**src/mlp_pkg.sv**
```systemverilog
// shared types, constants and fixed-point helpers for the mlp sigmoid core
// no dependencies
package mlp_pkg;

  localparam int MAX_WIDTH  = 64;
  localparam int MAX_HIDDEN = 4;
  localparam int DATA_BITS  = 16;
  localparam int FRAC_BITS  = DATA_BITS - 5;
  localparam int LAYERS     = MAX_HIDDEN + 1;
  localparam int ACC_BITS   = 2 * DATA_BITS + $clog2(MAX_WIDTH) + 2;

  localparam int W_DEPTH  = LAYERS * MAX_WIDTH * MAX_WIDTH;
  localparam int B_DEPTH  = LAYERS * MAX_WIDTH;
  localparam int W_AW     = $clog2(W_DEPTH);
  localparam int B_AW     = $clog2(B_DEPTH);
  localparam int IDX_BITS = $clog2(MAX_WIDTH);

  localparam logic [1:0] MODE_WEIGHT = 2'd0;
  localparam logic [1:0] MODE_BIAS   = 2'd1;
  localparam logic [1:0] MODE_SAMPLE = 2'd2;

  localparam logic [1:0] REG_INPUT_WIDTH  = 2'd0;
  localparam logic [1:0] REG_HIDDEN_WIDTH = 2'd1;
  localparam logic [1:0] REG_OUTPUT_WIDTH = 2'd2;
  localparam logic [1:0] REG_HIDDEN_COUNT = 2'd3;

  localparam logic [16:0] SIG_ONE  = 17'd1 << FRAC_BITS;
  localparam logic [16:0] SIG_SAT  = 17'd5 * SIG_ONE;
  localparam logic [16:0] SIG_MID  = (17'd19 * SIG_ONE) >> 3;
  localparam logic [16:0] SIG_OFS2 = (17'd27 * SIG_ONE) >> 5;
  localparam logic [16:0] SIG_OFS1 = (17'd5 * SIG_ONE) >> 3;
  localparam logic [16:0] SIG_OFS0 = SIG_ONE >> 1;

  typedef struct packed {
    logic valid;
    logic first;
  } mac_ctl_t;

  // round half up to FRAC_BITS, then clamp to the data range
  function automatic logic signed [DATA_BITS-1:0] round_sat(
      input logic signed [ACC_BITS-1:0] acc);
    logic signed [ACC_BITS-1:0] t;
    logic signed [ACC_BITS-1:0] hi;
    logic signed [ACC_BITS-1:0] lo;
    t  = (acc + (ACC_BITS'(1) <<< (FRAC_BITS - 1))) >>> FRAC_BITS;
    hi = (ACC_BITS'(1) <<< (DATA_BITS - 1)) - ACC_BITS'(1);
    lo = -hi - ACC_BITS'(1);
    if (t > hi) return hi[DATA_BITS-1:0];
    else if (t < lo) return lo[DATA_BITS-1:0];
    else return t[DATA_BITS-1:0];
  endfunction

  // piecewise linear sigmoid, result 0..one
  function automatic logic [11:0] sigmoid_fx(input logic signed [DATA_BITS-1:0] x);
    logic [16:0] a;
    logic [16:0] y;
    a = x[DATA_BITS-1] ? 17'(-{x[DATA_BITS-1], x}) : 17'({1'b0, x});
    if (a >= SIG_SAT) y = SIG_ONE;
    else if (a >= SIG_MID) y = (a >> 5) + SIG_OFS2;
    else if (a >= SIG_ONE) y = (a >> 3) + SIG_OFS1;
    else y = (a >> 2) + SIG_OFS0;
    if (x[DATA_BITS-1]) y = SIG_ONE - y;
    return y[11:0];
  endfunction

endpackage

```
**src/mlp_mac.sv**
```systemverilog
// shared multiply-accumulate unit with rounding, clamp and sigmoid on the sum
// depends on mlp_pkg
module mlp_mac (
  input  logic                    clk,
  input  logic                    rst,
  input  mlp_pkg::mac_ctl_t       ctl,
  input  logic [15:0]             weight,
  input  logic [15:0]             act,
  input  logic [15:0]             bias,
  output logic [11:0]             result
);
  import mlp_pkg::*;

  mac_ctl_t                    ctl_d;
  logic                        prod_valid;
  logic signed [31:0]          prod;
  logic signed [ACC_BITS-1:0]  acc;

  always_ff @(posedge clk) begin
    if (rst) begin
      ctl_d      <= '0;
      prod_valid <= 1'b0;
    end else begin
      ctl_d      <= ctl;
      prod_valid <= ctl_d.valid;
    end
  end

  // ram data lines up with ctl_d
  always_ff @(posedge clk) begin
    prod <= $signed(weight) * $signed(act);
    if (ctl_d.valid && ctl_d.first) begin
      acc <= ACC_BITS'($signed(bias)) <<< FRAC_BITS;
    end else if (prod_valid) begin
      acc <= acc + ACC_BITS'(prod);
    end
  end

  assign result = sigmoid_fx(round_sat(acc));
endmodule

```
**config.mk**
```make
export PLATFORM = sky130hd
export DESIGN_NAME = mlp_mac
export DESIGN_NICKNAME = d
export VERILOG_FILES = /design/src/mlp_pkg.sv /design/src/mlp_mac.sv
export SDC_FILE = /design/constraint.sdc
export NUM_CORES = 1
export LEC_CHECK = 0
export ABC_CLOCK_PERIOD_IN_PS = 16700
export BUFFER_PORTS_ARGS = -buffer_cell sky130_fd_sc_hd__buf_2
export CAP_MARGIN = 30
export CORE_UTILIZATION = 45
export DETAILED_ROUTE_END_ITERATION = 12
export PLACE_DENSITY = 0.65
export RECOVER_POWER = 25
export SLEW_MARGIN = 20
export SYNTH_ARGS = -nofsm -noshare
export SYNTH_HDL_FRONTEND = slang
export SYNTH_SLANG_ARGS = --single-unit
export TNS_END_PERCENT = 100
```
**constraint.sdc**
```tcl
create_clock -name clk -period 16.7 [get_ports clk]
set_input_delay 3.34 -clock clk [delete_from_list [all_inputs] [get_ports clk]]
set_output_delay 3.34 -clock clk [all_outputs]
set_load 0.005 [all_outputs]
```
==> impl_metrics.py <==
metrics = {
    "logic_synthesis": {
        "synth_top_area_cell": "fa_1",
        "synth_edf_count": 29,
        "synthSimpleGateAreaFrac_pct": 20.5,
        "synth_top_flop_cell": "dfxtp_1",
        "synthesis.nets": 2293,
        "synth_xor_area_share_pct": 5.47,
        "synth_cells": 1852,
        "synthAdderAreaFrac_pct": 41.9,
        "synth_area_um2": 16300,
        "yosys.cell_types.count": 100,
        "syn_avg_cell_area_um2": 8.82,
        "async_reset_ff_share_pct": 0,
        "synthTopCellsByArea": "fa_1 32%, ha_1 9.7%, inv_1 7.1%, dfxtp_1 5.6%, edfxtp_1 5.3%",
        "synthMuxAreaShare_pct": 1.19,
        "ys_ff_latch": 75,
        "synth.yosys.warnings": 0,
        "synth_seq_area_share_pct": 11.0,
        "synth_top_family_by_area": "adder cells",
        "synth.top_cell.area_share_pct": 32.2,
        "synth_compound_area_share_pct": 11.4,
    },
    "clock_network": {
        "cts_resized": 0,
        "numCtsBuffers": 9,
        "holdBufCountCts": 0,
        "path_clk_slew_ns": 0.08,
        "htreeDepth": 3,
        "clock_path_buffers": 2,
        "clkLatencyLatePin_ns": 0.35,
        "numClockSinks": 75,
        "cts_tree": "built",
        "cts_root_buffer": "clkbuf_16",
        "post_cts_buffers": 0,
    },
    "drt": {
        "dr_wl_met3_mm": 1.70,
        "wl_met1_mm": 18.8,
        "dr.max_layer_used": "met4",
        "dr_wl_met2_mm": 18.2,
        "wirelength_mm": 39.7,
        "vias": 12800,
        "avgViaCountPerCell": 5.47,
        "drtPass1Iterations": 9,
        "wl_per_cell_um": 16.9,
        "antenna_left": 0,
        "drc_errors": 12,
        "drtIter0Drc": 817,
    },
    "worst_hold_path": {
        "min_path_type": "reg2reg",
    },
    "timing": {
        "fin_crit_sh_pct": 64.5,
        "setup_tns_ns": 0,
        "tightest_slew_ns": 2.16,
        "fmax_ghz": 0.0928,
        "setup_viol": 0,
        "finalCriticalPeriod_ns": 10.78,
        "fin_skew_ns": 0.0148,
        "slew_viol_final": 30,
        "slew_headroom_pct": -43.8,
        "grt_setup_unrepaired": "no",
        "report.final.hold_viol_count": 0,
    },
    "pwr": {
        "p_switching_mw": 2.02,
        "vdd_drop_max_mv": 0.176,
        "p_total_mw": 4.03,
        "seq_power_share_pct": 8.7,
        "p_int_mw": 2.01,
        "combinationalPowerShare_pct": 86.3,
        "pwr-share-clk_pct": 5.1,
        "p_leak_nw": 8.16,
        "switching_share_pct": 50.1,
        "p_per_area_nw_per_um2": 232,
    },
    "layout": {
        "num_antenna_cells": 0,
        "final_cell_mix": "310 x inv_1, 263 x fa_1, 210 x nand2_1, 126 x ha_1, 122 x and2_1",
        "area_delta_synth_final_pct": 6.37,
        "drive_gt1_share_pct": 7.01,
        "utilization_pct": 48.7,
        "final_nets": 2318,
        "layout_commonest_cell": "inv_1",
        "num-fill-cells": 3405,
        "multi_input_area_um2": 13100,
        "register_area_um2": 1790,
    },
    "floorplanning": {
        "io_pins": 64,
        "placementRows": 69,
        "start_util_pct": 45.8,
        "die_h_um": 193,
        "die-area_um2": 37100,
        "coreArea_um2": 35700,
        "fp.dieW_um": 193,
    },
    "placement": {
        "hpwl_mm": 32.3,
        "port_buffers": 63,
        "place_congestion": 0.928,
    },
    "setup_path": {
        "cpLargestDelayFamily": "simple AND/OR/NAND/NOR gates",
        "crit_buf_inv": 2,
        "cp_data_arrival_time_ns": 7.44,
        "criticalPathCategory": "reg2out",
        "critPathSlowestCell": "or4_1",
        "start_kind": "register",
        "max_stage_delay_ns": 0.57,
        "crit_required_ns": 13.36,
        "critPathMaxFanout": 11,
        "end_kind": "primary output",
    },
    "grt": {
        "gr-total-overflow": 0,
        "grt_pass1_vias": 13200,
        "grt_max_degree": 31,
        "grt_pass1_wl_mm": 65.8,
        "track_usage_pct": 22.3,
        "antenna_found_initial": 0,
    },
    "flow_run": {
        "maxCapViolations": 1,
    },
    "status": {
        "violations": "design-rule violations, max-capacitance violations, max-slew violations",
        "outcome": "finished, violations left",
    },
}
## cell families (layout without fill, tap and decap cells)
logic type,Yosys count,after routing
buffers and inverters,370,400
adder cells (fa/ha/maj),389,389
multiplexers,19,19
XOR/XNOR,102,102
flip-flops,75,75
AO/OA/AOI/OAI,270,270
AND/OR/NAND/NOR,627,627
## synthesized netlist by cell type (all sizes together) (8+ instances only)
library cell,instances
a211oi,8
a21o,20
a21oi,58
a31oi,19
and2,123
and3,18
and4,10
buf,12
clkbuf,45
dfxtp,46
edfxtp,29
fa,263
ha,126
inv,313
mux2i,18
nand2,212
nand2b,29
nand3,39
nand4,20
nor2,80
nor2b,15
nor3,32
nor4,12
o211ai,14
o21a,9
o21ai,65
o21bai,9
o31ai,10
or3,10
or4,8
xnor2,59
xor2,43
## sequential cells by signal (all words and copies together), names as in the netlist
name,count
prod,32
acc,40
prod_valid,1
ctl_d,2
## layout make-up
class | count | share of cell area [%]
multi-input combinational | 1407 | 75.6
sequential | 75 | 10.3
inverter | 313 | 6.78
tap | 461 | 3.32
timing repair buffer | 71 | 2.27
clock buffer | 10 | 1.44
clock inverter | 6 | 0.288
## power groups by stage
| stage | Clock (mW) | Sequential (mW) | Combinational [mW] |
|---|---|---|---|
| after floorplan | 0 | 0.337 | 2.82 |
| after global placement | 0 | 0.353 | 3.41 |
| after detailed placement | 0 | 0.353 | 3.50 |
| after CTS | 0.209 | 0.349 | 3.53 |
| after global routing | 0.215 | 0.357 | 3.98 |
| final | 0.204 | 0.350 | 3.48 |
## through the flow
stage                     cell area, µm²  instances  hold slack [ns]  worst slack (ns)
after CTS                          17300       2340            0.484              6.00
final                              17400       2343            0.482              5.92
after floorplan                    16300       1852            0.430              7.27
after detailed placement           17000       2324            0.471              6.39
after global placement             17000       2323            0.467              6.60
after global routing               17400       2343            0.528              5.32
## per-layer routing
| metal | vias to the layer above | global-route usage, % |
|---|---|---|
| met5 | - | 0 |
| met4 | 0 | 6.66 |
| met2 | 368 | 36.9 |
| met3 | 56 | 1.93 |
| met1 | 6308 | 31.0 |
| li1 | 6086 | - |
## tightest hold or removal path: stages, from the launching register on
cell      delay (ns)
dfxtp_1         0.32
nand2b_1        0.06
a21oi_1         0.05
## worst paths after layout
check	slack (ns)	startpoint	end	depth (start not counted)
setup / recovery	5.92	acc[10]	result[8]	29
hold / removal	0.48	acc[4]	acc[4]	2
setup reg to reg	11.93	prod[1]	acc[39]	17
hold reg to reg	0.48	acc[4]	acc[4]	2
(Power assumes the default switching activity.)
