==> config.mk <==
export PLATFORM = sky130hd
export DESIGN_NAME = mlp_ram
export DESIGN_NICKNAME = d
export VERILOG_FILES = /design/src/mlp_ram.sv
export SDC_FILE = /design/constraint.sdc
export NUM_CORES = 1
export LEC_CHECK = 0
export BUFFER_PORTS_ARGS = -buffer_cell sky130_fd_sc_hd__buf_4
export CORE_ASPECT_RATIO = 0.5
export CORE_UTILIZATION = 42
export CTS_CLUSTER_DIAMETER = 30
export DETAILED_ROUTE_END_ITERATION = 6
export SLEW_MARGIN = 20
export SYNTH_ARGS = -nofsm -noshare
export SYNTH_HDL_FRONTEND = slang
export SYNTH_SLANG_ARGS = --single-unit
export TNS_END_PERCENT = 100
==> constraint.sdc <==
create_clock -name clk -period 2.65 [get_ports clk]
set_clock_uncertainty 0.1 [all_clocks]
set_input_delay 0.1325 -clock clk [delete_from_list [all_inputs] [get_ports clk]]
set_output_delay 0.1325 -clock clk [all_outputs]
set_load 0.05 [all_outputs]
==> src/mlp_ram.sv <==
// generic simple dual-port ram, one write and one registered read port
// no dependencies
module mlp_ram #(
  parameter int WIDTH = 16,
  parameter int DEPTH = 64
) (
  input  logic                     clk,
  input  logic                     we,
  input  logic [$clog2(DEPTH)-1:0] waddr,
  input  logic [WIDTH-1:0]         wdata,
  input  logic [$clog2(DEPTH)-1:0] raddr,
  output logic [WIDTH-1:0]         rdata
);
  logic [WIDTH-1:0] mem [DEPTH];

  always_ff @(posedge clk) begin
    if (we) begin
      mem[waddr] <= wdata;
    end
    rdata <= mem[raddr];
  end
endmodule

==> flow_metrics.py, run 1 <==
metrics = {
    "worst_setup_path": {
        "worstRegToRegCells": 5,
        "crit_start": "mem[0][15]",
        "cpPeakStageDelay_ns": 0.61,
        "critPathKind": "reg2reg",
        "cp-end-kind": "flip-flop",
        "worst_setup_path_start_kind": "flip-flop",
        "r2r_slack_ns": 0.34,
        "crit_required_ns": 3.13,
        "endpoint": "rdata[15]",
        "rr_startpoint": "mem[0][15]",
        "reg2reg_to": "rdata[15]",
        "critPathMaxFanout": 1,
        "crit_arrival_ns": 2.79,
        "path_cells": "mux4_2 -> mux2i_1 -> a22oi_1 -> a31oi_1 -> a311oi_1",
        "slowest_stage": "a31oi_1",
    },
    "final_layout": {
        "final_nets": 2137,
        "utilization": 0.511,
        "layout_common_cells": "edfxtp_1, mux4_2, buf_4, clkbuf_16, mux2i_1",
        "design_area_mm2": 0.0479,
        "layoutNonFillerInstCount": 3478,
        "drive_gt1_frac": 0.319,
        "final_common_cell": "edfxtp_1",
        "area_growth_pct": 19.6,
    },
    "pwr": {
        "switching_share": 0.211,
        "pwr-share-seq": 0.462,
        "power_leakage_nw": 15.6,
        "switchingPower_mw": 8.36,
        "p_int_mw": 31.2,
        "combinationalPowerShare": 0.049,
        "p_clk_frac": 0.489,
        "irDropWorstVdd_v": 0.000653,
        "power_mw": 39.5,
        "pwr_density_cell_mw_per_mm2": 826,
    },
    "synthesis": {
        "yosysSeqAreaShare": 0.776,
        "synth_nets": 1859,
        "syn_area_mm2": 0.0400,
        "synth_warnings": 0,
        "postSynthAreaPerCell_um2": 21.9,
        "synth_seq_cells": 1040,
        "yosys.cell_types.count": 43,
        "synth_cells": 1829,
    },
    "routing": {
        "viasPerCell": 5.63,
        "wl_mm": 94.4,
        "drc": 0,
        "dr_total_vias": 19600,
        "wl_per_cell_um": 27.1,
        "drtIter0Drc": 1907,
        "ant_nets": 0,
        "drtPass1Iterations": 7,
    },
    "placement": {
        "numPortBuffers": 45,
        "place_area_mm2": 0.0428,
        "hpwl_mm": 55.8,
        "placedCellCount": 3199,
        "gp_congestion": 0.805,
        "post-place-ws_ns": -0.0770,
    },
    "timing": {
        "final-hold-violation-count": 0,
        "hold_ws_ns": 0.0803,
        "fin_ws_ns": 0.342,
        "setup_tns_ns": 0,
        "rsz0062_at_grt": "false",
        "period_share": 0.871,
        "max_freq_ghz": 0.433,
        "worst_slew_pin_slew_ns": 1.09,
        "fin_crit_ns": 2.31,
        "maxSlewHeadroom": 0.271,
        "finalMaxSlewViolations": 0,
        "setup_viol_count_final": 0,
    },
    "clock_tree": {
        "cts_resized": 0,
        "cts_max_level": 4,
        "path_clk_slew_ns": 0.06,
        "numCtsBuffers": 141,
        "root_buffer": "clkbuf_16",
        "clock_path_buffers": 3,
        "cts_setup_buffers": 0,
        "cts_tree": "done",
        "clock_latency_ns": 0.74,
        "cts_sinks": 1040,
    },
    "die": {
        "boundaryPins": 46,
        "die_h_um": 220,
        "initial_core_util": 0.427,
        "rows": 79,
        "die_w_um": 439,
        "dieArea_mm2": 0.0967,
        "core_area_mm2": 0.0937,
    },
    "grt": {
        "grt_pass1_vias": 19600,
        "antenna_found_initial": 1,
        "grt_max_degree": 65,
        "grt_pass1_wl_mm": 137,
        "grt_overflow": 0,
        "grt_usage": 0.200,
    },
    "run": {
        "drv_cap": 0,
    },
    "worst_hold_path": {
        "hold_class": "in2reg",
    },
    "status": {
        "status": "finished, final reports clean",
    },
}
-- how the worst min path moves through the flow --
| stage | startpoint | to | slack [ns] | cells past startpoint |
|---|---|---|---|---|
| after floorplan | wdata[0] | mem[0][0] | 0.13 | 0 |
| after CTS | waddr[3] | mem[36][6] | 0.02 | 3 |
| after global placement | rdata[10] | rdata[10] | 0.51 | 1 |
| final | waddr[3] | mem[36][8] | 0.08 | 3 |
| after detailed placement | rdata[10] | rdata[10] | 0.50 | 1 |
| after global routing | waddr[3] | mem[36][6] | 0.08 | 3 |
-- layer usage --
layer	part of all wire	global-route usage	up-vias
li1	-	-	8306
met1	0.43	0.278	10400
met2	0.47	0.310	721
met3	0.078	0.0486	145
met4	0.024	0.0670	2
met5	0.00021	0	-
-- area by class of cell --
type                            count  area, um2
Antenna cell                        1       2.50
Clock buffer                      177       3920
Multi-Input combinational cell    685       8260
Fill cell                        7433      45800
Sequential cell                  1040      31100
Timing Repair Buffer              239       2100
Tap cell                         1255       1570
Clock inverter                     81        975
-- state kept, by name, indices dropped and copies added, names as in the netlist --
| name | count |
|---|---|
| mem | 1024 |
| rdata | 16 |
-- power groups by stage --
stage               clock (mW)  sequential (mW)  combinational [mW]
floorplan                    0             18.7               0.943
global placement             0             18.6                1.92
detailed placement           0             18.6                1.94
CTS                       19.6             18.3                1.97
global route              20.3             18.3                2.06
finish                    19.3             18.3                1.94
-- worst max-delay path: cells and delay by family (launching register included) --
family	cells	cell delay [ns]
AOI/OAI and AO/OA	3	0.97
DFF	1	0.38
muxes	2	0.71
-- what timing repair did --
action,in CTS,in global routing
endpoints found under the hold margin,1162,0
hold buffers,20,0
setup endpoints to repair,0,0
-- cells in the mapped netlist --
cell type / count / area [um2]
nand2_1: 59 / 221
nand2b_1: 3 / 18.8
a22o_1: 6 / 52.6
dfxtp_1: 16 / 320
a221oi_1: 16 / 140
buf_2: 36 / 180
o21ai_0: 5 / 25.0
nor3_1: 2 / 10.0
buf_8: 3 / 45.0
buf_1: 3 / 11.3
a211oi_1: 8 / 60.1
clkbuf_1: 24 / 90.1
a21oi_1: 17 / 85.1
mux4_1: 4 / 105
nor2_2: 2 / 12.5
and4_1: 5 / 43.8
buf_12: 5 / 100
mux2i_1: 85 / 851
a41oi_1: 5 / 43.8
nand2_4: 1 / 11.3
mux2_2: 27 / 304
a211o_1: 8 / 70.1
and2_1: 2 / 12.5
or3_1: 1 / 6.26
mux4_2: 220 / 4950
nand4b_1: 1 / 8.76
a221o_1: 6 / 60.1
clkbuf_2: 2 / 10.0
nand4_1: 12 / 75.1
clkbuf_4: 1 / 7.51
a31oi_1: 8 / 50.1
nor2_1: 72 / 270
or3b_2: 1 / 8.76
nor2b_1: 30 / 188
buf_4: 13 / 97.6
nor4_2: 3 / 37.5
buf_6: 17 / 191
a22oi_1: 39 / 293
edfxtp_1: 1024 / 30700
nand3_1: 24 / 120
a311oi_1: 8 / 70.1
o21ai_1: 3 / 15.0
nand3b_1: 2 / 15.0
-- logic make-up (layout without fill, tap and decap cells) --
family,Yosys count,in the layout,synth area share
AOI/OAI and AO/OA,129,129,0.0241
buffers and inverters,104,497,0.0183
DFF,1040,1040,0.776
muxes,336,336,0.155
other,0,1,0
and+or+nand+nor,220,220,0.0265
Note: power is estimated with default switching activity, not from simulation.
==> run 2, diff against run 1 <==
- CORE_UTILIZATION: 42 -> 60
- PLACE_DENSITY: default -> 0.76
==> run 2 against run 1 <==
Effect of this change: non-clock buffer count shrank 25; via count grew 3.7%; register-to-register slack gained 0.13 ns; combinational power shrank 2%; worst hold slack lost 0.0031 ns; first-iteration DRC count grew 57%; critical endpoint is now mem[51][14].
==> flow_metrics.py, run 2 (synthesis gave the netlist of run 1 again) <==
metrics = {
    "status": {
        "status": "finished, final reports clean",
    },
    "worst_setup_path": {
        "worst_setup_path_start_kind": "input pin",
        "cpPeakStageDelay_ns": 0.67,
        "path_cells": "dlygate4sd3_1 -> buf_4 -> nand2b_1 -> dlygate4sd3_1 -> nor2_1 -> dlygate4sd3_1",
        "worstRegToRegCells": 6,
        "crit_start": "waddr[2]",
        "cpMostUsedCell": "dlygate4sd3_1",
        "slowest_stage": "dlygate4sd3_1",
        "reg2reg_to": "rdata[4]",
        "crit_arrival_ns": 2.65,
        "critPathKind": "in2reg",
        "cp-end-kind": "flip-flop",
        "crit_required_ns": 2.95,
        "endpoint": "mem[51][14]",
        "r2r_slack_ns": 0.47,
        "rr_startpoint": "mem[20][4]",
        "critPathMaxFanout": 10,
    },
    "routing": {
        "ant_nets": 0,
        "wl_mm": 95.8,
        "wl_per_cell_um": 31.4,
        "drtPass1Iterations": 5,
        "drc": 0,
        "viasPerCell": 6.66,
        "dr_total_vias": 20300,
        "drtIter0Drc": 2987,
    },
    "clock_tree": {
        "cts_setup_buffers": 0,
        "cts_resized": 0,
        "clock_path_buffers": 3,
        "numCtsBuffers": 117,
        "cts_sinks": 1040,
        "root_buffer": "clkbuf_16",
        "path_clk_slew_ns": 0.06,
        "cts_tree": "done",
        "cts_max_level": 3,
        "clock_latency_ns": 0.70,
        "hold_buffers": 24,
    },
    "final_layout": {
        "top_regs": "mem: 1024 flops, rdata: 16 flops",
        "layout_common_cells": "edfxtp_1, mux4_2, buf_4, clkbuf_16, mux2i_1",
        "utilization": 0.709,
        "design_area_mm2": 0.0464,
        "fill_cells": 3639,
        "largest_reg_flops": 1024,
        "final_common_cell": "edfxtp_1",
        "final_nets": 2088,
        "area_growth_pct": 15.9,
        "layoutNonFillerInstCount": 3047,
        "top_register": "mem",
        "drive_gt1_frac": 0.299,
    },
    "pwr": {
        "p_clk_frac": 0.458,
        "power_leakage_nw": 15.0,
        "switching_share": 0.219,
        "p_int_mw": 29.1,
        "switchingPower_mw": 8.14,
        "power_mw": 37.2,
        "pwr-share-seq": 0.491,
        "irDropWorstVdd_v": 0.000633,
        "pwr_density_cell_mw_per_mm2": 801,
        "combinationalPowerShare": 0.051,
    },
    "die": {
        "initial_core_util": 0.611,
        "dieArea_mm2": 0.0678,
        "rows": 66,
        "die_h_um": 185,
        "die_w_um": 367,
        "core_area_mm2": 0.0655,
        "boundaryPins": 46,
    },
    "placement": {
        "hpwl_mm": 53.6,
        "place_area_mm2": 0.0420,
        "gp_congestion": 0.866,
        "numPortBuffers": 45,
        "placedCellCount": 2799,
        "post-place-ws_ns": 0.00242,
    },
    "grt": {
        "grt_max_degree": 65,
        "grt_pass1_wl_mm": 140,
        "grtUsageMet3": 0.0656,
        "grt_pass1_vias": 20300,
        "grt_util_met2": 0.460,
        "antenna_found_initial": 1,
        "grt.busiest_layer": "met2",
        "grt_overflow": 0,
        "grt_usage": 0.290,
        "met1_usage": 0.411,
    },
    "timing": {
        "setup_tns_ns": 0,
        "hold_ws_ns": 0.0772,
        "rsz0062_at_grt": "false",
        "period_share": 0.888,
        "fin_crit_ns": 2.35,
        "final-hold-violation-count": 0,
        "worst_slew_pin_slew_ns": 0.899,
        "fin_ws_ns": 0.297,
        "maxSlewHeadroom": 0.398,
        "finalMaxSlewViolations": 0,
        "max_freq_ghz": 0.425,
        "setup_viol_count_final": 0,
    },
    "worst_hold_path": {
        "hold_class": "in2reg",
    },
    "run": {
        "drv_cap": 0,
    },
}
==> run 2: worst min path at each step <==
stage               from     endpoint  slack, ns  cells past startpoint
2_1_floorplan   wdata[0]    mem[0][0]       0.13                      0
3_3_place_gp   rdata[14]    rdata[14]       0.51                      1
3_5_place_dp    rdata[8]     rdata[8]       0.51                      1
4_1_cts         waddr[4]   mem[51][2]       0.05                      3
5_1_grt         waddr[4]   mem[51][2]       0.10                      3
6_report        waddr[4]  mem[51][10]       0.08                      3
==> run 2: final cells by class <==
cell class | count | area (um2) | area share
clock buffer | 132 | 3040 | 0.0654
multi-input combinational | 685 | 8250 | 0.178
clock inverter | 90 | 1100 | 0.0237
tap | 884 | 1110 | 0.0238
sequential | 1040 | 31100 | 0.669
antenna | 2 | 5.00 | 0.000108
timing repair buffer | 214 | 1850 | 0.0398
==> run 2: metal layers <==
| layer | routed length (um) | part of all wire |
|---|---|---|
| met4 | 2660 | 0.028 |
| met3 | 10400 | 0.11 |
| met1 | 36600 | 0.38 |
| met2 | 46200 | 0.48 |
| met5 | 13 | 0.00014 |
==> run 2: critical path, delay by kind of cell <==
kind | cells | cell delay, ns
buf+inv | 4 | 1.96
simple gates | 2 | 0.57
==> run 2: power groups by stage <==
stage          Clock [mW]  Combinational, mW  Sequential (mW)
6_report             17.0               1.90             18.3
3_3_place_gp            0               1.80             18.6
4_1_cts              17.1               1.89             18.3
2_1_floorplan           0              0.943             18.7
5_1_grt              17.8               1.98             18.3
3_5_place_dp            0               1.84             18.6
==> run 3, diff against run 2 <==
- CORE_UTILIZATION: 60 -> 56
- PLACE_DENSITY: 0.76 -> 0.75
- clock period: 2.65 -> 1.9 ns (I/O delays scaled with it)
==> run 3 against run 2 <==
Effect of this change: the flow now finishes with violations (setup timing); worst setup slack worse by 0.45 ns; via count up 1.6%; sequential power up 39%; power up 39%; final cell count up 5.5%; critical path type is now reg2reg; largest cell class unchanged.
==> flow_metrics.py, run 3 (synthesis gave the netlist of run 1 again) <==
metrics = {
    "worst_setup_path": {
        "reg2reg_to": "rdata[12]",
        "path_cells": "mux4_2 -> mux2_4 -> nand2_2 -> nand4_1 -> and4_1",
        "cpPeakStageDelay_ns": 0.53,
        "rr_startpoint": "mem[31][12]",
        "worstRegToRegCells": 5,
        "cp-end-kind": "flip-flop",
        "r2r_slack_ns": -0.16,
        "crit_arrival_ns": 2.52,
        "worst_setup_path_start_kind": "flip-flop",
        "crit_required_ns": 2.37,
        "slowest_stage": "mux4_2",
        "critPathMaxFanout": 2,
        "critPathKind": "reg2reg",
    },
    "placement": {
        "numPortBuffers": 45,
        "gp_congestion": 0.823,
        "hpwl_mm": 57.2,
        "placedCellCount": 2975,
    },
    "grt": {
        "grt_usage": 0.273,
        "grt_overflow": 0,
        "grt_pass1_vias": 20800,
        "grt_pass1_wl_mm": 142,
        "grt_max_degree": 65,
        "antenna_found_initial": 5,
    },
    "routing": {
        "drc": 0,
        "ant_nets": 0,
        "wl_per_cell_um": 30.3,
        "wl_mm": 97.3,
        "drtPass1Iterations": 5,
        "drtIter0Drc": 2870,
        "viasPerCell": 6.42,
        "dr_total_vias": 20600,
    },
    "timing": {
        "worst_slew_pin_slew_ns": 0.885,
        "rsz0062_at_grt": "true",
        "fin_ws_ns": -0.157,
        "finalMaxSlewViolations": 0,
        "final-hold-violation-count": 0,
        "max_freq_ghz": 0.486,
        "maxSlewHeadroom": 0.407,
        "period_share": 1.08,
        "fin_crit_ns": 2.06,
        "setup_viol_count_final": 11,
    },
    "clock_tree": {
        "numCtsBuffers": 118,
        "clock_path_buffers": 3,
        "path_clk_slew_ns": 0.06,
        "cts_tree": "done",
        "clock_latency_ns": 0.68,
        "cts_setup_buffers": 0,
        "root_buffer": "clkbuf_16",
        "cts_sinks": 1040,
        "cts_max_level": 3,
    },
    "final_layout": {
        "final_nets": 2198,
        "utilization": 0.691,
        "area_growth_pct": 20.5,
        "final_common_cell": "edfxtp_1",
        "drive_gt1_frac": 0.361,
        "top_regs": "mem: 1024 flops, rdata: 16 flops",
        "largest_reg_flops": 1024,
        "layoutNonFillerInstCount": 3214,
        "top_register": "mem",
        "layout_common_cells": "edfxtp_1, buf_4, mux4_2, clkbuf_16, mux2i_1",
    },
    "worst_hold_path": {
        "min_to": "mem[49][8]",
        "whs_path_depth": 4,
        "hold_start": "waddr[0]",
        "hold_class": "in2reg",
    },
    "status": {
        "status": "finished, violations left",
        "failed_checks": "setup timing",
    },
    "pwr": {
        "switchingPower_mw": 11.4,
        "p_int_mw": 40.2,
        "power_mw": 51.6,
        "combinationalPowerShare": 0.058,
        "p_clk_frac": 0.448,
        "switching_share": 0.221,
        "power_leakage_nw": 15.8,
        "irDropWorstVdd_v": 0.000833,
        "pwr_density_cell_mw_per_mm2": 1070,
        "pwr-share-seq": 0.494,
    },
    "run": {
        "drv_cap": 0,
    },
    "die": {
        "die_h_um": 191,
        "core_area_mm2": 0.0699,
        "die_w_um": 380,
        "dieArea_mm2": 0.0726,
        "rows": 68,
        "initial_core_util": 0.573,
        "boundaryPins": 46,
    },
}
-- run 3: worst max-delay path, delay by kind of cell (launching register included) --
kind,cells,cell delay [ns]
multiplexers,2,0.81
flip-flops,1,0.40
AND/OR/NAND/NOR,3,0.64
-- run 3: worst max path at each step --
stage | end | cells past startpoint | startpoint
floorplan | mem[39][0] | 4 | waddr[5]
global placement | rdata[5] | 8 | raddr[0]
detailed placement | rdata[5] | 8 | raddr[0]
CTS | rdata[12] | 5 | mem[31][12]
global route | rdata[5] | 5 | mem[22][5]
finish | rdata[12] | 5 | mem[31][12]
-- run 3: what timing repair did --
action / in CTS / in global routing
hold endpoints to repair: 1096 / 0
endpoints found under the setup margin: 15 / 14
gates resized for setup: 32 / 16
pin swaps: 17 / 18
hold buffers: 20 / 0
-- run 3: metal layers --
layer / vias to the layer above / wire length [um] / track usage
met1: 10800 / 37200 / 0.377
met2: 1189 / 47600 / 0.443
met4: 4 / 2790 / 0.0879
li1: 8409 / - / -
met5: - / 27 / 0
met3: 182 / 9720 / 0.0571
-- run 3: area by class of cell --
cell class / count / area, um2
Clock buffer: 132 / 3060
Tap cell: 945 / 1180
Antenna cell: 1 / 2.50
Multi-Input combinational cell: 685 / 8550
Sequential cell: 1040 / 31100
Timing Repair Buffer: 323 / 3430
Clock inverter: 88 / 962
Fill cell: 3927 / 21600
-- run 3: power groups by stage --
| stage | Combinational [mW] | Clock (mW) | Sequential (mW) |
|---|---|---|---|
| 3_5_place_dp | 2.85 | 0 | 26.0 |
| 2_1_floorplan | 1.32 | 0 | 26.1 |
| 4_1_cts | 2.97 | 23.3 | 25.5 |
| 6_report | 3.00 | 23.1 | 25.5 |
| 5_1_grt | 3.12 | 24.2 | 25.5 |
| 3_3_place_gp | 2.80 | 0 | 26.0 |
-- run 3: per-stage QoR --
step                area, um2  hold slack (ns)  TNS, ns  setup slack [ns]
floorplan               40100           0.0939   -55.07            -0.253
global placement        43800            0.447    -6.97            -0.633
detailed placement      43800            0.457    -7.39            -0.667
CTS                     48200          0.00617   -0.957            -0.163
global route            48300           0.0360    -1.27            -0.174
finish                  48300           0.0378   -0.901            -0.157
